<file path="config.mk">
export PLATFORM = sky130hd
export DESIGN_NAME = servo_command_interpreter
export DESIGN_NICKNAME = d
export VERILOG_FILES = /design/src/design/sci_pkg.sv /design/src/design/sci_front.sv /design/src/design/sci_queue.sv /design/src/design/sci_back.sv /design/src/design/servo_command_interpreter.sv
export SDC_FILE = /design/constraint.sdc
export NUM_CORES = 1
export LEC_CHECK = 0
export BUFFER_PORTS_ARGS = -buffer_cell sky130_fd_sc_hd__buf_2
export CAP_MARGIN = 20
export CORE_ASPECT_RATIO = 0.75
export CORE_MARGIN = 3
export CORE_UTILIZATION = 35
export DETAILED_ROUTE_END_ITERATION = 8
export GPL_TIMING_DRIVEN = 0
export SYNTH_ARGS = -nofsm -noshare
export SYNTH_HDL_FRONTEND = slang
export SYNTH_SLANG_ARGS = --single-unit
</file>
<file path="constraint.sdc">
create_clock -name clk -period 5.6 [get_ports clk]
set_input_delay 0.56 -clock clk [delete_from_list [all_inputs] [get_ports clk]]
set_output_delay 0.56 -clock clk [all_outputs]
set_load 0.01 [all_outputs]
</file>
<file path="src/design/sci_pkg.sv">
// Shared types, constants and the status line character function.
package sci_pkg;

  localparam logic [7:0] SERVO_MAX   = 8'd184;
  localparam logic [7:0] SERVO_MIN   = 8'd39;
  localparam logic [7:0] SERVO_RESET = 8'd111;

  localparam logic [7:0] CHAR_COMMA = 8'h2C;
  localparam logic [7:0] CHAR_CR    = 8'h0D;
  localparam logic [7:0] CHAR_LF    = 8'h0A;

  localparam int LINE_LEN = 13;
  localparam logic [3:0] LAST_IDX = 4'(LINE_LEN - 1);

  // Values captured for one status line.
  typedef struct packed {
    logic [7:0] addr;
    logic [7:0] pos_one;
    logic [7:0] pos_two;
    logic [7:0] pos_three;
  } line_t;

  typedef struct packed {
    logic full;
    logic not_empty;
  } queue_status_t;

  function automatic logic [7:0] hex_char(input logic [3:0] nib);
    logic [7:0] c;
    if (nib < 4'd10) begin
      c = 8'h30 + {4'd0, nib};
    end else begin
      c = 8'h37 + {4'd0, nib};
    end
    return c;
  endfunction

  function automatic logic [7:0] line_char(input line_t l, input logic [3:0] idx);
    logic [7:0] c;
    case (idx)
      4'd0:    c = hex_char(l.addr[7:4]);
      4'd1:    c = hex_char(l.addr[3:0]);
      4'd3:    c = hex_char(l.pos_one[7:4]);
      4'd4:    c = hex_char(l.pos_one[3:0]);
      4'd6:    c = hex_char(l.pos_two[7:4]);
      4'd7:    c = hex_char(l.pos_two[3:0]);
      4'd9:    c = hex_char(l.pos_three[7:4]);
      4'd10:   c = hex_char(l.pos_three[3:0]);
      4'd11:   c = CHAR_CR;
      4'd12:   c = CHAR_LF;
      default: c = CHAR_COMMA;
    endcase
    return c;
  endfunction

endpackage

</file>
<file path="src/design/sci_front.sv">
// Command decoder: removes the address offset, steps the servo positions
// and pushes a snapshot for each status request.
module sci_front (
  input  logic                  clk,
  input  logic                  rst,
  input  logic [7:0]            device_address,
  input  logic                  rx_valid,
  output logic                  rx_stall,
  input  logic [7:0]            rx_byte,
  input  sci_pkg::queue_status_t q_status,
  output logic                  push,
  output sci_pkg::line_t        push_line
);

  typedef enum logic [2:0] {
    CMD_NONE,
    CMD_UP,
    CMD_DOWN,
    CMD_STATUS
  } cmd_kind_t;

  localparam logic [7:0] CMD_A_UP   = 8'h41;
  localparam logic [7:0] CMD_B_UP   = 8'h42;
  localparam logic [7:0] CMD_C_UP   = 8'h43;
  localparam logic [7:0] CMD_D_UP   = 8'h44;
  localparam logic [7:0] CMD_A_DOWN = 8'h61;
  localparam logic [7:0] CMD_B_DOWN = 8'h62;
  localparam logic [7:0] CMD_C_DOWN = 8'h63;
  localparam logic [7:0] CMD_D_DOWN = 8'h64;

  logic [7:0] pos_one;
  logic [7:0] pos_two;
  logic [7:0] pos_three;
  logic [7:0] offset;
  logic [7:0] cmd;
  logic       accept;
  cmd_kind_t  kind;
  logic [2:0] target;

  assign offset   = {device_address[5:0], 2'b00};
  assign cmd      = rx_byte - offset;
  assign rx_stall = q_status.full;
  assign accept   = rx_valid && !rx_stall;

  // A byte below the offset would wrap, so it matches nothing.
  always_comb begin
    kind   = CMD_NONE;
    target = 3'b000;
    if (rx_byte >= offset) begin
      unique case (cmd) inside
        CMD_A_UP:   begin kind = CMD_UP;   target = 3'b001; end
        CMD_B_UP:   begin kind = CMD_UP;   target = 3'b010; end
        CMD_C_UP:   begin kind = CMD_UP;   target = 3'b100; end
        CMD_A_DOWN: begin kind = CMD_DOWN; target = 3'b001; end
        CMD_B_DOWN: begin kind = CMD_DOWN; target = 3'b010; end
        CMD_C_DOWN: begin kind = CMD_DOWN; target = 3'b100; end
        CMD_D_UP, CMD_D_DOWN: kind = CMD_STATUS;
        default:    kind = CMD_NONE;
      endcase
    end
  end

  function automatic logic [7:0] stepped(input logic [7:0] p, input cmd_kind_t k);
    logic [7:0] r;
    r = p;
    if (k == CMD_UP && p < sci_pkg::SERVO_MAX) begin
      r = p + 8'd1;
    end else if (k == CMD_DOWN && p > sci_pkg::SERVO_MIN) begin
      r = p - 8'd1;
    end
    return r;
  endfunction

  always_ff @(posedge clk) begin
    if (rst) begin
      pos_one   <= sci_pkg::SERVO_RESET;
      pos_two   <= sci_pkg::SERVO_RESET;
      pos_three <= sci_pkg::SERVO_RESET;
    end else if (accept) begin
      if (target[0]) begin
        pos_one <= stepped(pos_one, kind);
      end
      if (target[1]) begin
        pos_two <= stepped(pos_two, kind);
      end
      if (target[2]) begin
        pos_three <= stepped(pos_three, kind);
      end
    end
  end

  assign push                = accept && (kind == CMD_STATUS);
  assign push_line.addr      = device_address;
  assign push_line.pos_one   = pos_one;
  assign push_line.pos_two   = pos_two;
  assign push_line.pos_three = pos_three;

endmodule

</file>
<file path="src/design/sci_queue.sv">
// Short queue of pending status line snapshots.
module sci_queue #(
  parameter int DEPTH = 2
) (
  input  logic                   clk,
  input  logic                   rst,
  input  logic                   push,
  input  sci_pkg::line_t         push_line,
  input  logic                   pop,
  output sci_pkg::line_t         head_line,
  output sci_pkg::queue_status_t status
);

  localparam int PW = (DEPTH > 1) ? $clog2(DEPTH) : 1;
  localparam int CW = $clog2(DEPTH + 1);
  localparam logic [PW-1:0] LAST_PTR = PW'(DEPTH - 1);
  localparam logic [CW-1:0] FULL_COUNT = CW'(DEPTH);

  sci_pkg::line_t entries [DEPTH];
  logic [PW-1:0] wr_ptr;
  logic [PW-1:0] rd_ptr;
  logic [CW-1:0] count;

  always_ff @(posedge clk) begin
    if (push) begin
      entries[wr_ptr] <= push_line;
    end
  end

  always_ff @(posedge clk) begin
    if (rst) begin
      wr_ptr <= '0;
      rd_ptr <= '0;
      count  <= '0;
    end else begin
      if (push) begin
        wr_ptr <= (wr_ptr == LAST_PTR) ? '0 : wr_ptr + PW'(1);
      end
      if (pop) begin
        rd_ptr <= (rd_ptr == LAST_PTR) ? '0 : rd_ptr + PW'(1);
      end
      if (push && !pop) begin
        count <= count + CW'(1);
      end else if (pop && !push) begin
        count <= count - CW'(1);
      end
    end
  end

  assign head_line        = entries[rd_ptr];
  assign status.full      = (count == FULL_COUNT);
  assign status.not_empty = (count != '0);

  a_no_overflow: assert property (@(posedge clk) disable iff (rst)
    !(push && count == FULL_COUNT))
    else $error("push into a full queue");

  a_no_underflow: assert property (@(posedge clk) disable iff (rst)
    !(pop && count == '0))
    else $error("pop from an empty queue");

  a_count_bound: assert property (@(posedge clk) disable iff (rst)
    count <= FULL_COUNT)
    else $error("queue count beyond depth");

endmodule

</file>
<file path="src/design/sci_back.sv">
// Status line serializer: sends one character word per cycle while tx_stall is low, from a registered output.
module sci_back (
  input  logic           clk,
  input  logic           rst,
  input  logic           q_not_empty,
  input  sci_pkg::line_t head_line,
  output logic           pop,
  output logic           tx_valid,
  input  logic           tx_stall,
  output logic [7:0]     tx_char,
  output logic           last_char
);

  sci_pkg::line_t line;
  logic           active;
  logic [3:0]     idx;
  logic           out_free;

  assign out_free = !tx_valid || !tx_stall;
  assign pop      = out_free && !active && q_not_empty;

  // The first character is taken straight from the queue head, so lines
  // follow each other with no gap.
  always_ff @(posedge clk) begin
    if (rst) begin
      tx_valid <= 1'b0;
      active   <= 1'b0;
      idx      <= '0;
    end else if (out_free) begin
      if (active) begin
        tx_valid  <= 1'b1;
        tx_char   <= sci_pkg::line_char(line, idx);
        last_char <= (idx == sci_pkg::LAST_IDX);
        idx       <= idx + 4'd1;
        if (idx == sci_pkg::LAST_IDX) begin
          active <= 1'b0;
        end
      end else if (q_not_empty) begin
        tx_valid  <= 1'b1;
        tx_char   <= sci_pkg::line_char(head_line, 4'd0);
        last_char <= 1'b0;
        line      <= head_line;
        idx       <= 4'd1;
        active    <= 1'b1;
      end else begin
        tx_valid <= 1'b0;
      end
    end
  end

  a_last_is_lf: assert property (@(posedge clk) disable iff (rst)
    tx_valid && last_char |-> tx_char == sci_pkg::CHAR_LF)
    else $error("last character is not LF");

  a_no_pop_mid_line: assert property (@(posedge clk) disable iff (rst)
    active |-> !pop)
    else $error("queue popped while a line is in progress");

  a_last_ends_line: assert property (@(posedge clk) disable iff (rst)
    tx_valid && last_char && !tx_stall |-> !active)
    else $error("line still active after its last character");

endmodule

</file>
<file path="src/design/servo_command_interpreter.sv">
// Top level: configuration register, command decoder, snapshot queue and serializer.
// A command word is accepted in any cycle unless the snapshot queue is full.
// Servo steps take effect at the accepting edge; a status request gives 13
// character words: the snapshot is queued, the serializer loads the first into tx_char
// once earlier lines are sent, then one per cycle while tx_stall is low.
// Synchronous reset sets positions to 111, the address to 0 and empties the queue.
module servo_command_interpreter #(
  parameter int QUEUE_DEPTH = 2
) (
  input  logic        clk,
  input  logic        rst,
  input  logic        psel,
  input  logic        penable,
  input  logic        pwrite,
  input  logic [2:0]  paddr,
  input  logic [31:0] pwdata,
  output logic [31:0] prdata,
  output logic        pready,
  input  logic        rx_valid,
  output logic        rx_stall,
  input  logic [7:0]  rx_byte,
  output logic        tx_valid,
  input  logic        tx_stall,
  output logic [7:0]  tx_char,
  output logic        last_char
);

  localparam logic [2:0] ADDR_DEVICE_ADDRESS = 3'h0;

  logic [7:0]             device_address;
  logic                   push;
  logic                   pop;
  sci_pkg::line_t         push_line;
  sci_pkg::line_t         head_line;
  sci_pkg::queue_status_t q_status;

  assign pready = 1'b1;

  always_ff @(posedge clk) begin
    if (rst) begin
      device_address <= 8'd0;
    end else if (psel && penable && pwrite && pready && paddr == ADDR_DEVICE_ADDRESS) begin
      device_address <= pwdata[7:0];
    end
  end

  assign prdata = (paddr == ADDR_DEVICE_ADDRESS) ? {24'd0, device_address} : 32'd0;

  sci_front u_front (
    .clk            (clk),
    .rst            (rst),
    .device_address (device_address),
    .rx_valid       (rx_valid),
    .rx_stall       (rx_stall),
    .rx_byte        (rx_byte),
    .q_status       (q_status),
    .push           (push),
    .push_line      (push_line)
  );

  sci_queue #(
    .DEPTH (QUEUE_DEPTH)
  ) u_queue (
    .clk       (clk),
    .rst       (rst),
    .push      (push),
    .push_line (push_line),
    .pop       (pop),
    .head_line (head_line),
    .status    (q_status)
  );

  sci_back u_back (
    .clk         (clk),
    .rst         (rst),
    .q_not_empty (q_status.not_empty),
    .head_line   (head_line),
    .pop         (pop),
    .tx_valid    (tx_valid),
    .tx_stall    (tx_stall),
    .tx_char     (tx_char),
    .last_char   (last_char)
  );

endmodule
</file>
==> impl_results.md <==
- Cts repair resizes: 0
- Skew-Pair Late Insertion Delay: 420 ps
- # fillers: 2133
- GPL Wtd Cong: 0.914
- GRT overflow: 0
- Crit. End Element: flip-flop
- Crit-path cells: inv_1 > ha_1 > nand3_1 > or4_1 > a211oi_2 > o21ai_1 > buf_2 > nor3_1 > nand2_1 > ha_1 > a21o_1 > a211oi_1 > nor2_1 > o41ai_1 > a2111oi_0 > a211oi_1 > nand2_1
- Yosys warns: 0
- Fin. max-slew vios: 0
- DR iter-0 viols: 343
- Share of the clock period used by the worst path: 0.875
- Final #Nets: 916
- Tot Pwr: 3.13 mW
- Gr usage total: 0.144
- Port Buf Inserts: 42
- # setup viols final: 0
- Synth area leaders: edfxtp_1 (39%), dfxtp_1 (11%), ha_1 (6.1%)
- Final HPWL DP: 13400 um
- HP Class: input port to flip-flop
- Vias/cell: 5.08
- Die height: 137 um
- WL final: 17700 um
- Antenna Violating Nets Remaining: 0
- Reg-to-Reg Start: device_address[3]$_SDFFE_PP0P_
- Cell taking the most area after synthesis: edfxtp_1
- Multi-input logic area: 0.00364 mm^2
- # rows: 47
- Final hold vios: 0
- DR DRC count: 0
- WL per Instance: 15.7 um
- Critical path endpoint: u_front.pos_one[7]$_SDFFE_PP0P_
- Hold buffers post-CTS: 0
- Slew @ Worst Pin: 955 ps
- Sequential cell area: 0.00398 mm^2
- Seq/Total Area, Yosys: 0.501
- Antenna fix cells: 0
- Worst path max stage delay: 540 ps
- Status: completed
- Vias in the first global route: 5330
- I/O pin count: 94
- R2R Path End: u_front.pos_one[7]$_SDFFE_PP0P_
- Slew HR: 0.359
- Final Util: 0.417
- Synth Register Bits: 147
- Post-route insts no fill: 1130
- Max Freq: 204 MHz
- CP startpoint: device_address[3]$_SDFFE_PP0P_
- RSZ-0062 raised after global routing: false
- Top cell type's share of synthesized area: 0.393
- TritonCTS buffer count: 17
- Core box area: 0.0222 mm^2
- Dpl cells: 1098
- Number of synthesized flops with an enable pin: 104
- Initial Util: 0.359
- Nature of the critical path startpoint: flip-flop
- Peak VDD IR: 0.202 mV
- Static Leak: 3.50 nW
- Post-Syn Area: 0.00796 mm^2
- Die ar.: 0.0246 mm^2
- Layout area overhead: 16.2%
- CP max-delay cell: o41ai_1
- FFs w/ async S/R, synth: 0
- First-pass DRT Iterations: 5
- Minimum clock period: 4900 ps
- Layout cells sized above 1: 0.171
- Clk slew on worst S/H paths: 60 ps
- Initial antenna violation count: 0
- Largest net degree at the start of global routing: 33
- TritonCTS clock tree: done
- Clock sinks: 147
- Synth Flop Type: edfxtp_1
- Worst EP arrival: 5210 ps
- Fin Clk Skew: 7.38 ps
- DR vias: 5735
- Pwr dens: 338 mW/mm^2
- Worst Path Required: 5910 ps
- CTS max path bufs: 2
- First-pass GRT wire length: 28200 um
- Reg2reg path depth: 17
- # Max-Cap Violations: 0
- Placed Area: 0.00868 mm^2
- Critical path class: flip-flop to flip-flop
- Post CTS Setup Buffer Count: 0
- Finished Cell Area: 0.00925 mm^2
- Die width: 180 um
- Avg Inst Size Synth: 10.8 um^2
- Crit path max fanout: 10
- Unique cell type count in the Yosys netlist: 64
- Clock root cell: clkbuf_16
- Mapped Cells: 736
- Reg-to-reg slack, setup: 700 ps
- H-tree depth: 4
## layout make-up
class | count | area share
buffer | 48 | 0.0317
timing repair buffer | 44 | 0.0260
multi-input combinational | 525 | 0.394
tap | 294 | 0.0398
sequential | 147 | 0.431
inverter | 40 | 0.0162
clock inverter | 11 | 0.0108
clock buffer | 21 | 0.0509
## per-stage QoR
stage / TNS (ps) / hold WS [ps] / worst slack, ps
global placement: -3010 / 472 / -97.4
finish: 0 / 374 / 701
floorplan: 0 / 439 / 1290
CTS: 0 / 356 / 674
global route: 0 / 377 / 345
detailed placement: 0 / 475 / 467
## power by group
group	switching (mW)	total, mW	internal [mW]
combinational	0.417	0.677	0.260
sequential	0.0719	1.36	1.29
clock	0.443	1.09	0.647
total	0.932	3.13	2.20
## cell usage in the layout, fill, tap and decap left out, types with 17 or more instances in the layout
cell,count
a211oi_1,18
mux2i_1,18
a21oi_1,38
dfxtp_1,43
ha_1,39
buf_4,27
conb_1,26
inv_1,39
nor2_1,60
clkbuf_16,17
buf_2,45
nor3_1,19
o21ai_0,35
nand2_1,42
mux2_2,30
edfxtp_1,104
xnor2_1,18
## kinds of logic (layout without fill, tap and decap cells)
| logic type | Yosys count | count (layout) | share of synthesized area |
|---|---|---|---|
| xor+xnor | 31 | 31 | 0.0341 |
| fa+ha+maj | 43 | 43 | 0.0714 |
| compound gates | 163 | 163 | 0.132 |
| mux | 48 | 48 | 0.0651 |
| simple gates | 214 | 214 | 0.140 |
| buf+inv | 88 | 164 | 0.0557 |
| other cells | 2 | 26 | 0.000944 |
| flops | 147 | 147 | 0.501 |
## cells in the mapped netlist (3+ instances only)
cell type	number
buf_1	4
a21o_1	8
xor2_1	13
buf_2	3
fa_1	4
o21bai_1	4
a2111oi_0	3
a31oi_1	5
dfxtp_1	43
nor2b_1	15
o22ai_1	12
o21ai_1	3
and4_1	5
a211oi_1	18
and2_1	11
a22oi_1	4
edfxtp_1	104
a21oi_1	38
xnor2_1	18
nand3b_1	3
o21a_1	5
mux2_2	30
ha_1	39
nand4_1	4
nand2b_1	7
nor2_1	61
or4_1	4
clkbuf_1	13
nor4b_1	6
nand2_1	42
a32oi_1	3
a211o_1	7
nor3b_1	3
nor4_1	5
nand3_1	12
mux2i_1	18
o21ai_0	35
and3_1	3
inv_1	39
nor3_1	19
or3_1	7
o211ai_1	4
buf_4	27
## per-layer routing
| metal | GRT usage | share of wire |
|---|---|---|
| met2 | 0.199 | 0.41 |
| met5 | 0 | 0 |
| met1 | 0.226 | 0.53 |
| met3 | 0.0385 | 0.055 |
| met4 | 0.0268 | 0.0041 |
## worst max-delay path: cells and delay by family (launching register included)
family                     cells  cell delay [ps]
buffers and inverters          2              310
AOI/OAI and AO/OA              7             1840
DFF                            1              420
adders and majority gates      2              710
and+or+nand+nor                6             1500
## how the worst min path moves through the flow
stage                              startpoint                          endpoint  slack (ps)  cells past startpoint
6_report                            pwdata[6]    device_address[6]$_SDFFE_PP0P_         370                      3
5_1_grt                             pwdata[2]    device_address[2]$_SDFFE_PP0P_         380                      3
4_1_cts                             pwdata[5]    device_address[5]$_SDFFE_PP0P_         360                      3
3_5_place_dp   device_address[6]$_SDFFE_PP0P_  u_queue.entries[1][30]$_DFFE_PP_         470                      0
3_3_place_gp   device_address[6]$_SDFFE_PP0P_  u_queue.entries[1][30]$_DFFE_PP_         470                      0
2_1_floorplan  device_address[6]$_SDFFE_PP0P_  u_queue.entries[0][30]$_DFFE_PP_         440                      0
## sequential cells by signal, indices dropped and copies added (netlist names), named ones only
| signal | flops |
|---|---|
| u_queue.entries | 64 |
| u_back.line | 32 |
| device_address | 8 |
| u_front.pos_one | 8 |
| u_front.pos_three | 8 |
| u_front.pos_two | 8 |
| u_back.tx_char | 7 |
| u_back.idx | 4 |
| u_queue.count | 2 |
| u_back.active | 1 |
| u_back.last_char | 1 |
| u_back.tx_valid | 1 |
| u_queue.rd_ptr | 1 |
| u_queue.wr_ptr | 1 |
No activity file was read; power rests on OpenSTA's default activity.
